==> src/design/lpc_pkg.sv <==
// ----------------------------------------------------------------------------
// lpc_pkg
// Types, command codes and constants of the laser plotter command controller.
// ----------------------------------------------------------------------------
package lpc_pkg;

  localparam logic [7:0] JOG_COUNT        = 8'd160;
  localparam logic [7:0] PULSE_UNIT_TICKS = 8'd10;

  localparam logic [7:0] SYNC_BYTE      = 8'hFF;
  localparam logic [7:0] RPL_OK         = 8'h00;
  localparam logic [7:0] RPL_ID         = 8'h02;
  localparam logic [7:0] RPL_ABORT      = 8'h0C;
  localparam logic [7:0] ID_B2          = 8'd11;
  localparam logic [7:0] ID_B3          = 8'd2;
  localparam logic [7:0] STEP_PER_RST   = 8'd2;
  localparam logic [2:0] LASER_MASK_RST = 3'd5;

  localparam logic [7:0] CMD_STOP_A   = 8'h02;
  localparam logic [7:0] CMD_JOG      = 8'h03;
  localparam logic [7:0] CMD_STOP_B   = 8'h04;
  localparam logic [7:0] CMD_NOP      = 8'h05;
  localparam logic [7:0] CMD_IDENT    = 8'h09;
  localparam logic [7:0] CMD_MOVE     = 8'h21;
  localparam logic [7:0] CMD_PULSE    = 8'h22;
  localparam logic [7:0] CMD_PERIOD   = 8'h23;
  localparam logic [7:0] CMD_MASK     = 8'h25;
  localparam logic [7:0] CMD_FAN      = 8'h26;

  localparam logic [1:0] DIR_Y_POS = 2'd0;
  localparam logic [1:0] DIR_Y_NEG = 2'd1;
  localparam logic [1:0] DIR_X_NEG = 2'd2;
  localparam logic [1:0] DIR_X_POS = 2'd3;

  typedef enum logic [1:0] {
    OP_IDLE  = 2'd0,
    OP_MOVE  = 2'd1,
    OP_PULSE = 2'd2,
    OP_JOG   = 2'd3
  } op_e;

  typedef struct packed {
    logic       kind;
    logic [7:0] rx_byte;
    logic       button_pressed;
  } in_item_t;

  typedef struct packed {
    logic       reply_valid;
    logic [7:0] reply_byte;
    logic       reply_last;
    logic [7:0] motor_lines;
    logic       laser_gate;
    logic       boost_enable;
    logic       laser_ttl;
    logic       fan_on;
    logic       led_on;
    logic       busy_res;
  } out_item_t;

  // Line levels after one item, shared by every beat of its reply.
  typedef struct packed {
    logic [7:0] motor;
    logic [2:0] laser;
    logic       fan;
    logic       led;
    logic       busy;
  } lines_t;

  // Everything the serializer needs to emit the beats of one item.
  typedef struct packed {
    logic       rep;
    logic [7:0] code;
    logic [7:0] b2;
    logic [7:0] b3;
    lines_t     lines;
  } pkt_t;

  // Full-step two-phase coil pattern.
  function automatic logic [3:0] coil_nibble(logic [1:0] ph);
    logic [3:0] r;
    case (ph)
      2'd0:    r = 4'hA;
      2'd1:    r = 4'h9;
      2'd2:    r = 4'h5;
      default: r = 4'h6;
    endcase
    return r;
  endfunction

endpackage

==> src/design/lpc_core.sv <==
// ----------------------------------------------------------------------------
// lpc_core
// Framer, command decoder and motion/pulse sequencer; one item per transfer.
// ----------------------------------------------------------------------------
module lpc_core import lpc_pkg::*; (
  input  logic     clk_i,
  input  logic     rst_ni,
  input  logic     load_i,
  input  in_item_t item_i,
  output pkt_t     pkt_o
);

  logic [1:0] fp_q, fp_d;
  logic [7:0] fb0_q, fb1_q;
  logic [7:0] period_q, period_d;
  logic [2:0] mask_q, mask_d;
  logic [1:0] xph_q, xph_d, yph_q, yph_d;
  logic [7:0] motor_q, motor_d;
  logic [2:0] laser_q, laser_d;
  logic       fan_q, fan_d, led_q, led_d;
  op_e        op_q, op_d;
  logic [1:0] dir_q, dir_d;
  logic [7:0] rem_q, rem_d;
  logic [7:0] tcd_q, tcd_d;

  logic       adv, fin, abort, rep;
  logic [7:0] code, b2, b3, arg;

  assign arg = fb1_q;

  always_comb begin
    fp_d = fp_q; period_d = period_q; mask_d = mask_q;
    xph_d = xph_q; yph_d = yph_q; motor_d = motor_q; laser_d = laser_q;
    fan_d = fan_q; led_d = led_q; op_d = op_q; dir_d = dir_q;
    rem_d = rem_q; tcd_d = tcd_q;
    adv = 1'b0; fin = 1'b0; abort = 1'b0;
    rep = 1'b0; code = RPL_OK; b2 = 8'd0; b3 = 8'd0;

    if (item_i.kind) begin
      if (op_q != OP_IDLE) begin
        if (tcd_q <= 8'd1) begin
          tcd_d = 8'd0;
          adv   = 1'b1;
        end else begin
          tcd_d = tcd_q - 8'd1;
        end
      end
    end else if (op_q == OP_IDLE) begin
      if (fp_q == 2'd0) begin
        if (item_i.rx_byte == SYNC_BYTE) fp_d = 2'd1;
      end else if (fp_q != 2'd3) begin
        fp_d = fp_q + 2'd1;
      end else begin
        fp_d = 2'd0;
        // third payload byte is the one arriving now
        case (fb0_q)
          CMD_IDENT: begin
            rep = 1'b1; code = RPL_ID; b2 = ID_B2; b3 = ID_B3;
          end
          CMD_JOG: begin
            if (arg < 8'd1 || arg > 8'd4) begin
              rep = 1'b1;
            end else begin
              led_d = 1'b1;
              op_d  = OP_JOG;
              dir_d = 2'(arg - 8'd1);
              rem_d = JOG_COUNT;
              adv   = 1'b1;
            end
          end
          CMD_STOP_A, CMD_STOP_B: begin
            laser_d = 3'd0; fan_d = 1'b0; motor_d = 8'd0; rep = 1'b1;
          end
          CMD_NOP: rep = 1'b1;
          CMD_MOVE: begin
            led_d = 1'b1;
            if (arg[2]) begin
              fan_d   = 1'b1;
              laser_d = laser_q | mask_q;
            end
            op_d  = OP_MOVE;
            dir_d = arg[1:0];
            rem_d = item_i.rx_byte;
            adv   = 1'b1;
          end
          CMD_PULSE: begin
            led_d   = 1'b1;
            fan_d   = 1'b1;
            laser_d = laser_q | mask_q;
            op_d    = OP_PULSE;
            rem_d   = arg;
            adv     = 1'b1;
          end
          CMD_PERIOD: begin
            if (arg != 8'd0) period_d = arg;
            rep = 1'b1; b2 = period_d;
          end
          CMD_MASK: begin
            mask_d = arg[2:0];
            rep = 1'b1; b2 = {5'd0, arg[2:0]};
          end
          CMD_FAN: begin
            fan_d = (arg != 8'd0);
            rep = 1'b1; b2 = {7'd0, fan_d};
          end
          default: ;
        endcase
      end
    end

    // iteration boundary: end, abort or start the next step / pulse unit
    if (adv) begin
      if (rem_d == 8'd0) begin
        fin = 1'b1;
      end else if (item_i.button_pressed) begin
        fin = 1'b1; abort = 1'b1;
      end else begin
        if (op_d == OP_PULSE) begin
          tcd_d = PULSE_UNIT_TICKS;
        end else begin
          case (dir_d)
            DIR_Y_POS: yph_d = yph_q + 2'd1;
            DIR_Y_NEG: yph_d = yph_q - 2'd1;
            DIR_X_NEG: xph_d = xph_q - 2'd1;
            default:   xph_d = xph_q + 2'd1;
          endcase
          if (!dir_d[1]) motor_d[7:4] = coil_nibble(yph_d);
          else           motor_d[3:0] = coil_nibble(xph_d);
          tcd_d = period_q;
        end
        rem_d = rem_d - 8'd1;
      end
    end

    if (fin) begin
      rep = 1'b1;
      case (op_d)
        OP_MOVE: begin
          laser_d = 3'd0;
          if (abort) motor_d = 8'd0;
          code = abort ? RPL_ABORT : RPL_OK;
        end
        OP_PULSE: begin
          laser_d = 3'd0;
          code = abort ? RPL_ABORT : RPL_OK;
        end
        default: motor_d = 8'd0;
      endcase
      op_d = OP_IDLE; rem_d = 8'd0; tcd_d = 8'd0;
    end
  end

  always_ff @(posedge clk_i or negedge rst_ni) begin
    if (!rst_ni) begin
      fp_q <= 2'd0; period_q <= STEP_PER_RST; mask_q <= LASER_MASK_RST;
      xph_q <= 2'd0; yph_q <= 2'd0; motor_q <= 8'd0; laser_q <= 3'd0;
      fan_q <= 1'b0; led_q <= 1'b0; op_q <= OP_IDLE; dir_q <= 2'd0;
      rem_q <= 8'd0; tcd_q <= 8'd0;
    end else if (load_i) begin
      fp_q <= fp_d; period_q <= period_d; mask_q <= mask_d;
      xph_q <= xph_d; yph_q <= yph_d; motor_q <= motor_d; laser_q <= laser_d;
      fan_q <= fan_d; led_q <= led_d; op_q <= op_d; dir_q <= dir_d;
      rem_q <= rem_d; tcd_q <= tcd_d;
    end
  end

  // frame bytes carry no reset
  always_ff @(posedge clk_i) begin
    if (load_i && !item_i.kind && op_q == OP_IDLE) begin
      if (fp_q == 2'd1) fb0_q <= item_i.rx_byte;
      if (fp_q == 2'd2) fb1_q <= item_i.rx_byte;
    end
  end

  assign pkt_o.rep         = rep;
  assign pkt_o.code        = code;
  assign pkt_o.b2          = b2;
  assign pkt_o.b3          = b3;
  assign pkt_o.lines.motor = motor_d;
  assign pkt_o.lines.laser = laser_d;
  assign pkt_o.lines.fan   = fan_d;
  assign pkt_o.lines.led   = led_d;
  assign pkt_o.lines.busy  = (op_d != OP_IDLE);

endmodule

==> src/design/lpc_serializer.sv <==
// ----------------------------------------------------------------------------
// lpc_serializer
// Holds one item's result and emits it as one beat or as a 4-byte reply.
// ----------------------------------------------------------------------------
module lpc_serializer import lpc_pkg::*; (
  input  logic      clk_i,
  input  logic      rst_ni,
  input  logic      load_i,
  input  pkt_t      pkt_i,
  output logic      free_o,
  output logic      out_valid_o,
  input  logic      out_ready_i,
  output out_item_t out_data_o
);

  pkt_t       pkt_q;
  logic       full_q, full_d;
  logic [1:0] beat_q, beat_d;
  logic       last;
  logic [7:0] byte_sel;

  assign last = !pkt_q.rep || (beat_q == 2'd3);

  always_comb begin
    case (beat_q)
      2'd0:    byte_sel = SYNC_BYTE;
      2'd1:    byte_sel = pkt_q.code;
      2'd2:    byte_sel = pkt_q.b2;
      default: byte_sel = pkt_q.b3;
    endcase
  end

  // a new result may enter as the last beat leaves
  assign free_o = !full_q || (out_ready_i && last);

  always_comb begin
    full_d = full_q;
    beat_d = beat_q;
    if (full_q && out_ready_i) begin
      if (last) begin
        full_d = 1'b0;
        beat_d = 2'd0;
      end else begin
        beat_d = beat_q + 2'd1;
      end
    end
    if (load_i) begin
      full_d = 1'b1;
      beat_d = 2'd0;
    end
  end

  always_ff @(posedge clk_i or negedge rst_ni) begin
    if (!rst_ni) begin
      full_q <= 1'b0;
      beat_q <= 2'd0;
    end else begin
      full_q <= full_d;
      beat_q <= beat_d;
    end
  end

  always_ff @(posedge clk_i) begin
    if (load_i) pkt_q <= pkt_i;
  end

  assign out_valid_o               = full_q;
  assign out_data_o.reply_valid    = pkt_q.rep;
  assign out_data_o.reply_byte     = pkt_q.rep ? byte_sel : 8'd0;
  assign out_data_o.reply_last     = last;
  assign out_data_o.motor_lines    = pkt_q.lines.motor;
  assign out_data_o.laser_gate     = pkt_q.lines.laser[0];
  assign out_data_o.boost_enable   = pkt_q.lines.laser[1];
  assign out_data_o.laser_ttl      = pkt_q.lines.laser[2];
  assign out_data_o.fan_on         = pkt_q.lines.fan;
  assign out_data_o.led_on         = pkt_q.lines.led;
  assign out_data_o.busy_res       = pkt_q.lines.busy;

endmodule

==> src/design/laser_plotter_command_controller_unit.sv <==
// ----------------------------------------------------------------------------
// laser_plotter_command_controller_unit
// Serial command controller for a two-axis stepper laser plotter.
// ----------------------------------------------------------------------------
// Input channel (in_valid_i/in_ready_o/in_data_i): one item per transfer, a
// received serial byte or a 1 ms tick, plus the abort button level.
// Output channel (out_valid_o/out_ready_i/out_data_o): per input item either
// one beat with reply_valid low, or four reply beats FF code b2 b3 with
// reply_last on the fourth. Line fields show the state after the item.
// The first beat is valid in the cycle after the input transfer.
// Throughput: one item per cycle while out_ready_i is high and each item
// yields one beat; a reply occupies the output register for four beats. The
// single result register between decoder and output port sets this figure.
// The next item is taken in the same cycle the last beat is transferred.
// Output stall: in_ready_o drops while a result is held and not yet fully
// transferred; held beats stay stable.
// Reset: framer hunting for 0xFF, idle, motors coasting, laser, fan and LED
// off, step period 2, laser mask 5.
// ----------------------------------------------------------------------------
module laser_plotter_command_controller_unit import lpc_pkg::*; (
  input  logic      clk_i,
  input  logic      rst_ni,
  input  logic      in_valid_i,
  output logic      in_ready_o,
  input  in_item_t  in_data_i,
  output logic      out_valid_o,
  input  logic      out_ready_i,
  output out_item_t out_data_o
);

  logic load;
  pkt_t pkt;

  assign load = in_valid_i && in_ready_o;

  lpc_core u_core (
    .clk_i  (clk_i),
    .rst_ni (rst_ni),
    .load_i (load),
    .item_i (in_data_i),
    .pkt_o  (pkt)
  );

  lpc_serializer u_ser (
    .clk_i       (clk_i),
    .rst_ni      (rst_ni),
    .load_i      (load),
    .pkt_i       (pkt),
    .free_o      (in_ready_o),
    .out_valid_o (out_valid_o),
    .out_ready_i (out_ready_i),
    .out_data_o  (out_data_o)
  );

endmodule

==> config.mk <==
export PLATFORM = sky130hd
export DESIGN_NAME = laser_plotter_command_controller_unit
export DESIGN_NICKNAME = d
export VERILOG_FILES = /design/src/design/lpc_pkg.sv /design/src/design/lpc_core.sv /design/src/design/lpc_serializer.sv /design/src/design/laser_plotter_command_controller_unit.sv
export SDC_FILE = /design/constraint.sdc
export NUM_CORES = 1
export LEC_CHECK = 0
export BUFFER_PORTS_ARGS = -buffer_cell sky130_fd_sc_hd__buf_4
export CAP_MARGIN = 20
export CORE_ASPECT_RATIO = 0.7
export CORE_UTILIZATION = 30
export CTS_CLUSTER_DIAMETER = 80
export DETAILED_ROUTE_END_ITERATION = 10
export GPL_TIMING_DRIVEN = 0
export PLACE_DENSITY_LB_ADDON = 0.12
export SLEW_MARGIN = 20
export SYNTH_ARGS = -nofsm -noshare
export SYNTH_HDL_FRONTEND = slang
export SYNTH_SLANG_ARGS = --single-unit
==> constraint.sdc <==
create_clock -name clk_i -period 5.1 [get_ports clk_i]
set_input_delay 1.02 -clock clk_i [delete_from_list [all_inputs] [get_ports clk_i]]
set_output_delay 1.02 -clock clk_i [all_outputs]
set_load 0.02 [all_outputs]
### Word level (Yosys, flattened, before mapping)

Cells that the tools add are included.
W data, S select, Z words.

* register bits after elaboration: 108
* bits in latches: 0
* bits in writable memories: 0
* memory bits (read-only): 0
* input port bits: 14
* output and inout bits: 26
* memories: 0

* add/subtract/negate cells: 9
* multiply operators: 0
* div/mod/pow operators: 0
* magnitude comparators: 3
* equal/unequal tests: 26
* shift operators: 0
* mux-type cells: 117
* bitwise gates (word level): 8
* reductions and logical operators: 36

Operators with widths (count)
* $mux W8: 36
* $mux W2: 26
* $pmux W8 S3: 2
* $eq A8 B6 Y1 const B: 5
* $pmux W8 S4: 1
* $mux W1: 30
* $pmux W4 S3: 2
* $mux W3: 7
* $eq A8 B2 Y1 const B: 2
* $eq A8 B3 Y1 const B: 2
* $pmux W8 S2: 1
* $sub A8 B1 Y8 const B: 2
* $eq A2 B2 Y1 const B: 7
* $eq A2 B1 Y1 const B: 6
* $logic_not A2 Y1: 6
* $mux W4: 3
* $pmux W2 S2: 3
* $reduce_and A6 Y1: 2
* $pmux W3 S3: 1
* $add A2 B1 Y2 const B: 4
* $eq A8 B4 Y1 const B: 1
* $eq A8 B8 Y1 const B: 1
* $gt A8 B3 Y1 const B: 1
* $le A8 B1 Y1 const B: 1
* 20 further kinds: 47

### Logic depth before layout (Yosys ltp)

Gate-level depths: netlist of the first run.

* word-level depth: 25
* gate-level depth with buffers: 15

### Modules after synthesis

From an unflattened synthesis of the first run, not the netlist that was laid out.

* cells, all modules: 621
* area total of the unflattened synthesis: 6322.3 um^2

Modules (own cells, without submodules)
* lpc_core: instances 1, cells each 515, area each 4663.2 um^2
* lpc_serializer: instances 1, cells each 105, area each 1652.8 um^2
* laser_plotter_command_controller_unit: instances 1, cells each 1, area each 6.3 um^2

### Worst setup path after synthesis of the first run

Ideal clock, no wire load.

* path kind: input-to-reg
* start: input in_data_i[9] in the netlist's numbering
* end: register u_ser.pkt_q, in the netlist u_ser.out_data_o[6] (data pin)
* setup time: 0.146 ns
* data arrival time: 3.805 ns
* required time: 4.954 ns
* slack: 1.149 ns
* stages on the path: 11
* buffers on the path: 1
* path through: nor3_2 nand2_1 clkbuf_1 or3_1 a31o_2 nand2_1 nand3_1 xnor2_1 ha_1 or4_1 a21oi_1

RTL lines
* start: declaration: line laser_plotter_command_controller_unit.sv:25 `input in_item_t in_data_i,`
* end signal: assignment: line lpc_serializer.sv:64 `if (load_i) pkt_q <= pkt_i;`
* end: declaration: line lpc_serializer.sv:16 `pkt_t pkt_q;`

==> qor.csv, run 1 <==
stage,metric,value,unit
sta,finalMaxSlewViolations,0,
cts,cts_setup_buffers,0,
logic_synthesis,synth-main-ff-cell,dfrtp_1,
layout,fin_nets,681,
cts,hold_buffers,0,
floorplan,die_y,117,µm
floorplan,rows,41,
logic_synthesis,synth_seq_cells,95,
floorplan,core_area,18300,µm²
detailed_routing,drc_errors,0,
placed_design,dp_cells,866,
placed_design,io_buffers,39,
critical_path,critical_path_class,in2reg,
detailed_routing,first_iter_violations,353,
detailed_routing,ant_nets,0,
critical_path,ff2ff_setup_slack,0.59,ns
cts,tritoncts,built,
placed_design,placed_cell_area,6310,µm²
cts,h-tree-depth,3,
logic_synthesis,synthCells,590,
global_routing,grtUsageTotal,0.179,
critical_path,cp.arrival,4.74,ns
cts,insertion_delay,0.36,ns
pwr,leakagePower,2.57,nW
logic_synthesis,async_flop_share,0.558,
worst_hold_path,worstHoldStart,u_core.led_q$_DFFE_PN0P_,
sta,setup_viol,0,
detailed_routing,vias,4695,
pwr,power_frac_clock,0.328,
critical_path,crit_path_end_kind,register,
logic_synthesis,syn_nets,630,
global_routing,grt_pass1_wl,26.2,mm
layout,n_antenna_cell,0,
global_routing,grt_pass1_vias,4508,
floorplan,pin_count,40,
pwr,ir_drop,125,µV
layout,fillCellCount,1852,
placed_design,dp_slack,0.256,ns
run_status,outcome,completed,
logic_synthesis,yosysSeqAreaShare,0.455,
pwr,power_switching,0.628,mW
logic_synthesis,synth_edf_count,42,
critical_path,rr_startpoint,u_core.arg[0]$_DFFE_PP_,
layout,synthToLayoutAreaGrowth,15.8,%
cts,cts_buffers,9,
critical_path,cp_max_fo,10,
pwr,power.density,302,nW/µm²
layout,instances_no_fill,882,
sta,worst_slew_pin_slew,0.875,ns
sta,rsz0062_at_grt,no,
logic_synthesis,synth_top_area_share,0.222,
pwr,internal-power,1.37,mW
global_routing,antenna_found_initial,0,
sta,slew_headroom,0.417,
sta,hold_violations,0,
placed_design,dp_hpwl,12.6,mm
layout,final_area,6590,µm²
worst_hold_path,hold_depth,1,
logic_synthesis,yosysWarnings,0,
critical_path,cp.required,5.31,ns
global_routing,grt_max_degree,54,
sta,worst_clock_skew,0.00763,ns
floorplan,die-area,19500,µm²
logic_synthesis,synthTopCellsByArea,"edfxtp_1 (22%), dfrtp_1 (22%), ha_1 (5.7%)",
worst_hold_path,hp-class,reg2reg,
critical_path,reg2reg_depth,13,
pwr,pwr-share-seq,0.460,
detailed_routing,drt-total-wl,16.6,mm
detailed_routing,wire_per_inst,18.8,µm
floorplan,start_util,0.311,
sta,period_share,0.889,
cts,post_cts_resized,0,
worst_hold_path,hold_end,u_core.led_q$_DFFE_PN0P_,
sta,fmax,221,MHz
layout,layout-drive-gt1-share,0.173,
floorplan,die_w,167,µm
sta,fin_ws,0.565,ns
global_routing,grt_overflow,0,
critical_path,r2r-end,u_core.yph_q[1]$_DFFE_PN0P_,
detailed_routing,avgViaCountPerCell,5.32,
logic_synthesis,avgSynthCellArea,9.65,µm²
sta,finalSetupTns,0,ns
cts,root_buffer,clkbuf_16,
placed_design,gp_congestion,0.851,
cts,clk_pin_slew,0.07,ns
logic_synthesis,synth_cell_type_count,75,
job,max_cap_violations,0,
detailed_routing,drtPass1Iterations,5,
pwr,switching_share,0.315,
logic_synthesis,synthTopCellsByCount,"nand2_1 (64), dfrtp_1 (50), nor2_1 (48)",
pwr,pwr-share-comb,0.212,
cts,max-clock-path-buffers,2,
logic_synthesis,yosysTopAreaCell,edfxtp_1,
logic_synthesis,synthesis.area,5690,µm²
sta,fin_crit,4.54,ns
cts,clock-sinks,95,
logic_synthesis,synthMostInstantiatedCell,nand2_1,
critical_path,start_kind,input pin,
-- logic make-up after synthesis --
group                    synth area share
adder cells (fa/ha/maj)            0.0571
buffers and inverters              0.0543
multiplexers                       0.0171
AND/OR/NAND/NOR                     0.185
XOR/XNOR                           0.0123
AO/OA/AOI/OAI                       0.219
flip-flops                          0.455
-- layout by cell type (no fill, tap or decap), types with 5 or more instances in the layout --
cell type	instances
a21oi_1	46
a22o_1	11
a22oi_1	9
a31oi_1	10
and2_1	7
and3_1	9
buf_4	56
clkbuf_1	16
clkbuf_16	9
dfrtp_1	50
edfxtp_1	42
ha_1	26
inv_1	22
mux2_2	6
nand2_1	64
nand2b_1	8
nand3_1	20
nand4_1	9
nor2_1	48
nor3_1	11
o211ai_1	9
o21ai_0	33
o31ai_1	6
or2_2	5
or3_1	7
xnor2_1	6
-- layer usage --
| layer | vias to the layer above | track usage | wire [µm] |
|---|---|---|---|
| li1 | 2266 | - | - |
| met3 | 13 | 0.0319 | 896 |
| met4 | 0 | 0.0494 | 171 |
| met2 | 122 | 0.259 | 6740 |
| met1 | 2294 | 0.272 | 8760 |
| met5 | - | 0 | 0 |
-- how the worst max path moves through the flow --
stage | startpoint | endpoint | cells after the start
final | in_data_i[9] | u_ser.out_data_o[6]$_DFFE_PP_ | 12
after global placement | in_data_i[9] | u_ser.out_data_o[6]$_DFFE_PP_ | 12
after global routing | u_core.fb0_q[4]$_DFFE_PP_ | u_ser.out_data_o[12]$_DFFE_PP_ | 11
after floorplan | in_data_i[9] | u_ser.out_data_o[6]$_DFFE_PP_ | 11
after detailed placement | in_data_i[9] | u_ser.out_data_o[6]$_DFFE_PP_ | 12
after CTS | in_data_i[9] | u_ser.out_data_o[6]$_DFFE_PP_ | 12
-- registers in the layout, summed over array words and instances (netlist names), 3 cells and up --
| name | cells |
|---|---|
| u_ser.out_data_o | 15 |
| u_core.rem_q | 8 |
| u_core.period_q | 8 |
| u_core.tcd_q | 8 |
| u_core.motor_q | 8 |
| u_core.arg | 8 |
| u_core.laser_q | 3 |
| u_ser.pkt_q | 11 |
| u_core.mask_q | 3 |
| u_core.fb0_q | 8 |
-- power by group through the flow --
stage          clock network [mW]  registers (mW)  logic (mW)
4_1_cts                     0.677           0.917       0.425
3_3_place_gp                    0           0.931       0.408
5_1_grt                     0.700           0.927       0.481
2_1_floorplan                   0           0.916       0.289
3_5_place_dp                    0           0.931       0.422
6_report                    0.654           0.918       0.422
-- critical path, stage by stage --
cell and delay [ns]:
buf_4 0.14, nor3_2 0.53, nand2_1 0.24, clkbuf_1 0.32, or3_1 0.41, a31o_2 0.25, nand2_1 0.29, nand3_1 0.15
xnor2_1 0.33, ha_1 0.36, or4_1 0.53, a21oi_1 0.16
-- area by class of cell --
cell class                 instances  area (µm²)  share of cell area
buffer                            39         224              0.0340
clock buffer                      10         239              0.0362
clock inverter                     6        43.8             0.00664
inverter                          23        86.3              0.0131
multi-input combinational        433        2790               0.424
sequential                        95        2590               0.393
tap                              236         295              0.0448
timing repair buffer              40         320              0.0486
-- metrics by stage --
step,power [mW],hold slack (ns),util
floorplan,1.21,0.421,-
global placement,1.34,0.437,0.343
detailed placement,1.35,0.440,0.345
CTS,2.02,0.456,0.360
global route,2.11,0.490,0.360
finish,1.99,0.451,0.360
No activity file was read; power rests on OpenSTA's default activity.
==> inputs of run 2 (changes only) <==
Settings changed: SKIP_LAST_GASP set to 1, SYNTH_HIERARCHICAL set to 1.
==> run 2 against run 1 <==
Core utilization shrank 0.48 points. Non-clock buffer count grew 17. Cell area up 12%. Combinational power grew 14%. Sequential cell count increased by 13. Sequential share of layout area increased by 1.2 points. Global-route usage down 1.4 points. Final cell count is 9.3% higher. Via count rose by 6.5%. Clock skew increased by 0.0046 ns. Clock power up 13%. Sequential power rose by 13%.
==> qor.csv, run 2 <==
stage,metric,value,unit,change
worst_hold_path,worstHoldStart,u_core/led_q$_DFFE_PN0P_,,was u_core.led_q$_DFFE_PN0P_
critical_path,cp_num_buf_inv,3,,was 2
detailed_routing,avgViaCountPerCell,5.19,,was 5.32
cts,cts_setup_buffers,0,,unchanged
layout,n_antenna_cell,0,,unchanged
layout,fillCellCount,2116,,was 1852
sta,period_share,0.897,,was 0.889
logic_synthesis,yosysWarnings,6,,was 0
floorplan,core_area,20700,µm²,was 18300 µm²
logic_synthesis,synthMostInstantiatedCell,nor2_1,,was nand2_1
cts,max-clock-path-buffers,2,,unchanged
critical_path,start_kind,register,,was input pin
placed_design,gp_congestion,0.878,,was 0.851
floorplan,die_w,176,µm,was 167 µm
logic_synthesis,avgSynthCellArea,10.2,µm²,was 9.65 µm²
detailed_routing,wire_per_inst,17.8,µm,was 18.8 µm
logic_synthesis,yosysTopAreaCell,edfxtp_1,,unchanged
critical_path,crit_family,compound AO/OA/AOI/OAI gates,,was simple AND/OR/NAND/NOR gates
floorplan,start_util,0.305,,was 0.311
sta,fmax,219,MHz,was 221 MHz
floorplan,die_y,123,µm,was 117 µm
sta,hold_violations,0,,unchanged
layout,seqCellArea,2980,µm²,was 2590 µm²
floorplan,rows,44,,was 41
logic_synthesis,synthTopCellsByCount,"nor2_1 (57), edfxtp_1 (55), a21oi_1 (50), dfrtp_1 (50), nand2_1 (47)",,"was nand2_1 (64), dfrtp_1 (50), nor2_1 (48)"
global_routing,use_met2,0.242,,was 0.259
detailed_routing,vias,5000,,was 4695
worst_hold_path,hold_depth,1,,unchanged
worst_hold_path,hold_end,u_core/led_q$_DFFE_PN0P_,,was u_core.led_q$_DFFE_PN0P_
logic_synthesis,synth-main-ff-cell,edfxtp_1,,was dfrtp_1
critical_path,r2r-end,u_core/motor_q[1]$_DFFE_PN0P_,,was u_core.yph_q[1]$_DFFE_PN0P_
sta,slew_headroom,0.264,,was 0.417
logic_synthesis,synth_seq_cells,108,,was 95
critical_path,ff2ff_setup_slack,0.53,ns,was 0.59 ns
sta,worst_slew_pin_slew,1.09,ns,was 0.875 ns
critical_path,crit_path_start,u_core/arg[0]$_DFFE_PP_,,was in_data_i[9]
sta,setup_viol,0,,unchanged
pwr,ir_drop,159,µV,was 125 µV
critical_path,cp.required,5.40,ns,was 5.31 ns
cts,clock-sinks,108,,was 95
sta,finalMaxSlewViolations,0,,unchanged
floorplan,pin_count,40,,unchanged
layout,instances_no_fill,964,,was 882
run_status,outcome,completed,,unchanged
cts,cts_buffers,9,,unchanged
floorplan,die-area,21700,µm²,was 19500 µm²
detailed_routing,drc_errors,0,,unchanged
cts,hold_buffers,0,,unchanged
logic_synthesis,synthTopCellsByArea,"edfxtp_1 (26%), dfrtp_1 (20%), ha_1 (5.3%)",,"was edfxtp_1 (22%), dfrtp_1 (22%), ha_1 (5.7%)"
pwr,leakagePower,2.85,nW,was 2.57 nW
detailed_routing,drtPass1Iterations,5,,unchanged
critical_path,rr_startpoint,u_core/arg[0]$_DFFE_PP_,,was u_core.arg[0]$_DFFE_PP_
global_routing,gr-usage-met3,0.0360,,was 0.0319
cts,insertion_delay,0.37,ns,was 0.36 ns
cts,h-tree-depth,3,,unchanged
logic_synthesis,synth_edf_count,55,,was 42
critical_path,crit_path_end_kind,register,,unchanged
logic_synthesis,yosysSeqAreaShare,0.472,,was 0.455
global_routing,grt_pass1_wl,26.9,mm,was 26.2 mm
logic_synthesis,async_flop_share,0.491,,was 0.558
placed_design,dp_hpwl,12.6,mm,about the same
cts,root_buffer,clkbuf_16,,unchanged
placed_design,io_buffers,39,,unchanged
critical_path,critical_path_class,reg2reg,,was in2reg
layout,synthToLayoutAreaGrowth,16.3,%,was 15.8%
global_routing,grtUsageMet1,0.245,,was 0.272
layout,final_cell_mix,"buf_4 (71), nor2_1 (57), edfxtp_1 (55), a21oi_1 (50), dfrtp_1 (50)",,"was nand2_1 (64), buf_4 (56), dfrtp_1 (50), nor2_1 (48), a21oi_1 (46)"
global_routing,grtUsageTotal,0.166,,was 0.179
global_routing,grt_most_used_layer,met1,,unchanged
critical_path,cp_max_fo,7,,was 10
cts,clk_pin_slew,0.08,ns,was 0.07 ns
logic_synthesis,synthCells,621,,was 590
critical_path,reg2reg_depth,14,,was 13
cts,tritoncts,built,,unchanged
critical_path,cp_slowest_cell,a211oi_2,,was nor3_2
sta,rsz0062_at_grt,no,,unchanged
layout,layout-drive-gt1-share,0.190,,was 0.173
logic_synthesis,synth_top_area_share,0.261,,was 0.222
pwr,power.density,307,nW/µm²,was 302 nW/µm²
layout,multi_input_area,2960,µm²,was 2790 µm²
critical_path,path_cells,inv_1 > ha_1 > or2_2 > a211oi_2 > nand2_1 > a211oi_1 > or2_2 > ha_1 > clkbuf_1 > inv_1 > o41a_1 > o221a_2 > o31ai_4 > a32o_1,,was buf_4 > nor3_2 > nand2_1 > clkbuf_1 > or3_1 > a31o_2 > nand2_1 > nand3_1 > xnor2_1 > ha_1 > or4_1 > a21oi_1
detailed_routing,ant_nets,0,,unchanged
logic_synthesis,synth_cell_type_count,72,,was 75
sta,fin_crit,4.57,ns,was 4.54 ns
sta,finalSetupTns,0,ns,unchanged
sta,worst_clock_skew,0.0122,ns,was 0.00763 ns
worst_hold_path,hp-class,reg2reg,,unchanged
cts,post_cts_resized,0,,unchanged
placed_design,dp_cells,948,,was 866
global_routing,grt_pass1_vias,4740,,was 4508
job,max_cap_violations,0,,unchanged
layout,largest_reg_flops,24,,was 15
global_routing,grt_max_degree,54,,unchanged
global_routing,antenna_found_initial,0,,unchanged
layout,top_register,u_ser/pkt_q,,
detailed_routing,first_iter_violations,356,,was 353
logic_synthesis,synthesis.area,6320,µm²,was 5690 µm²
critical_path,cp.arrival,4.88,ns,was 4.74 ns
detailed_routing,drt-total-wl,17.1,mm,was 16.6 mm
layout,fin_nets,724,,was 681
global_routing,grt_overflow,0,,unchanged
critical_path,critical_path.max_stage_delay,0.61,ns,was 0.53 ns
layout,final_common_cell,buf_4,,was nand2_1
[run 2: worst max path at each step]
| stage | endpoint | slack (ns) | depth (start not counted) |
|---|---|---|---|
| global placement | u_core/period_q[5]$_DFFE_PN0P_ | -0.89 | 11 |
| floorplan | u_core/period_q[3]$_DFFE_PN0P_ | 0.41 | 10 |
| detailed placement | u_core/period_q[6]$_DFFE_PN0P_ | 0.05 | 11 |
| global route | u_core/period_q[0]$_DFFE_PN0P_ | 0.35 | 12 |
| finish | u_core/motor_q[1]$_DFFE_PN0P_ | 0.53 | 14 |
| CTS | u_core/period_q[4]$_DFFE_PN0P_ | 0.36 | 11 |
[run 2: cell type report]
type / count / share of cell area
clock inverters: 7 / 0.0123
repair buffers: 40 / 0.0436
well taps: 276 / 0.0470
clock buffers: 9 / 0.0306
multi-input cells: 442 / 0.402
inverters: 26 / 0.0133
plain buffers: 56 / 0.0454
flip-flops and latches: 108 / 0.406
[run 2: logic make-up after synthesis]
| kind of cell | synth area share |
|---|---|
| compound gates | 0.205 |
| xor+xnor | 0.0125 |
| fa+ha+maj | 0.0534 |
| buf+inv | 0.0683 |
| flops | 0.472 |
| mux | 0.0273 |
| other cells | 0.000593 |
| simple gates | 0.162 |
[run 2: layer usage]
metal	vias to the layer above	wire length [µm]
met4	0	186
met1	2464	8690
met5	-	0
li1	2389	-
met2	132	7240
met3	15	1030
[run 2: where the power goes]
group	total [mW]	switching, mW	internal (mW)	leakage [nW]
Clock	0.736	0.381	0.355	0.148
Sequential	1.04	0.0504	0.991	1.20
Combinational	0.479	0.301	0.178	1.50
[run 2: stage by stage]
step           utilization  power [mW]  area (µm²)  setup WS (ns)  hold slack, ns
2_1_floorplan            -        1.38        6360          0.415           0.419
3_3_place_gp         0.338        1.53        7000         -0.888           0.433
3_5_place_dp         0.340        1.54        7030         0.0486           0.446
4_1_cts              0.355        2.29        7350          0.359           0.464
5_1_grt              0.355        2.39        7350          0.346           0.470
6_report             0.355        2.26        7350          0.526           0.461
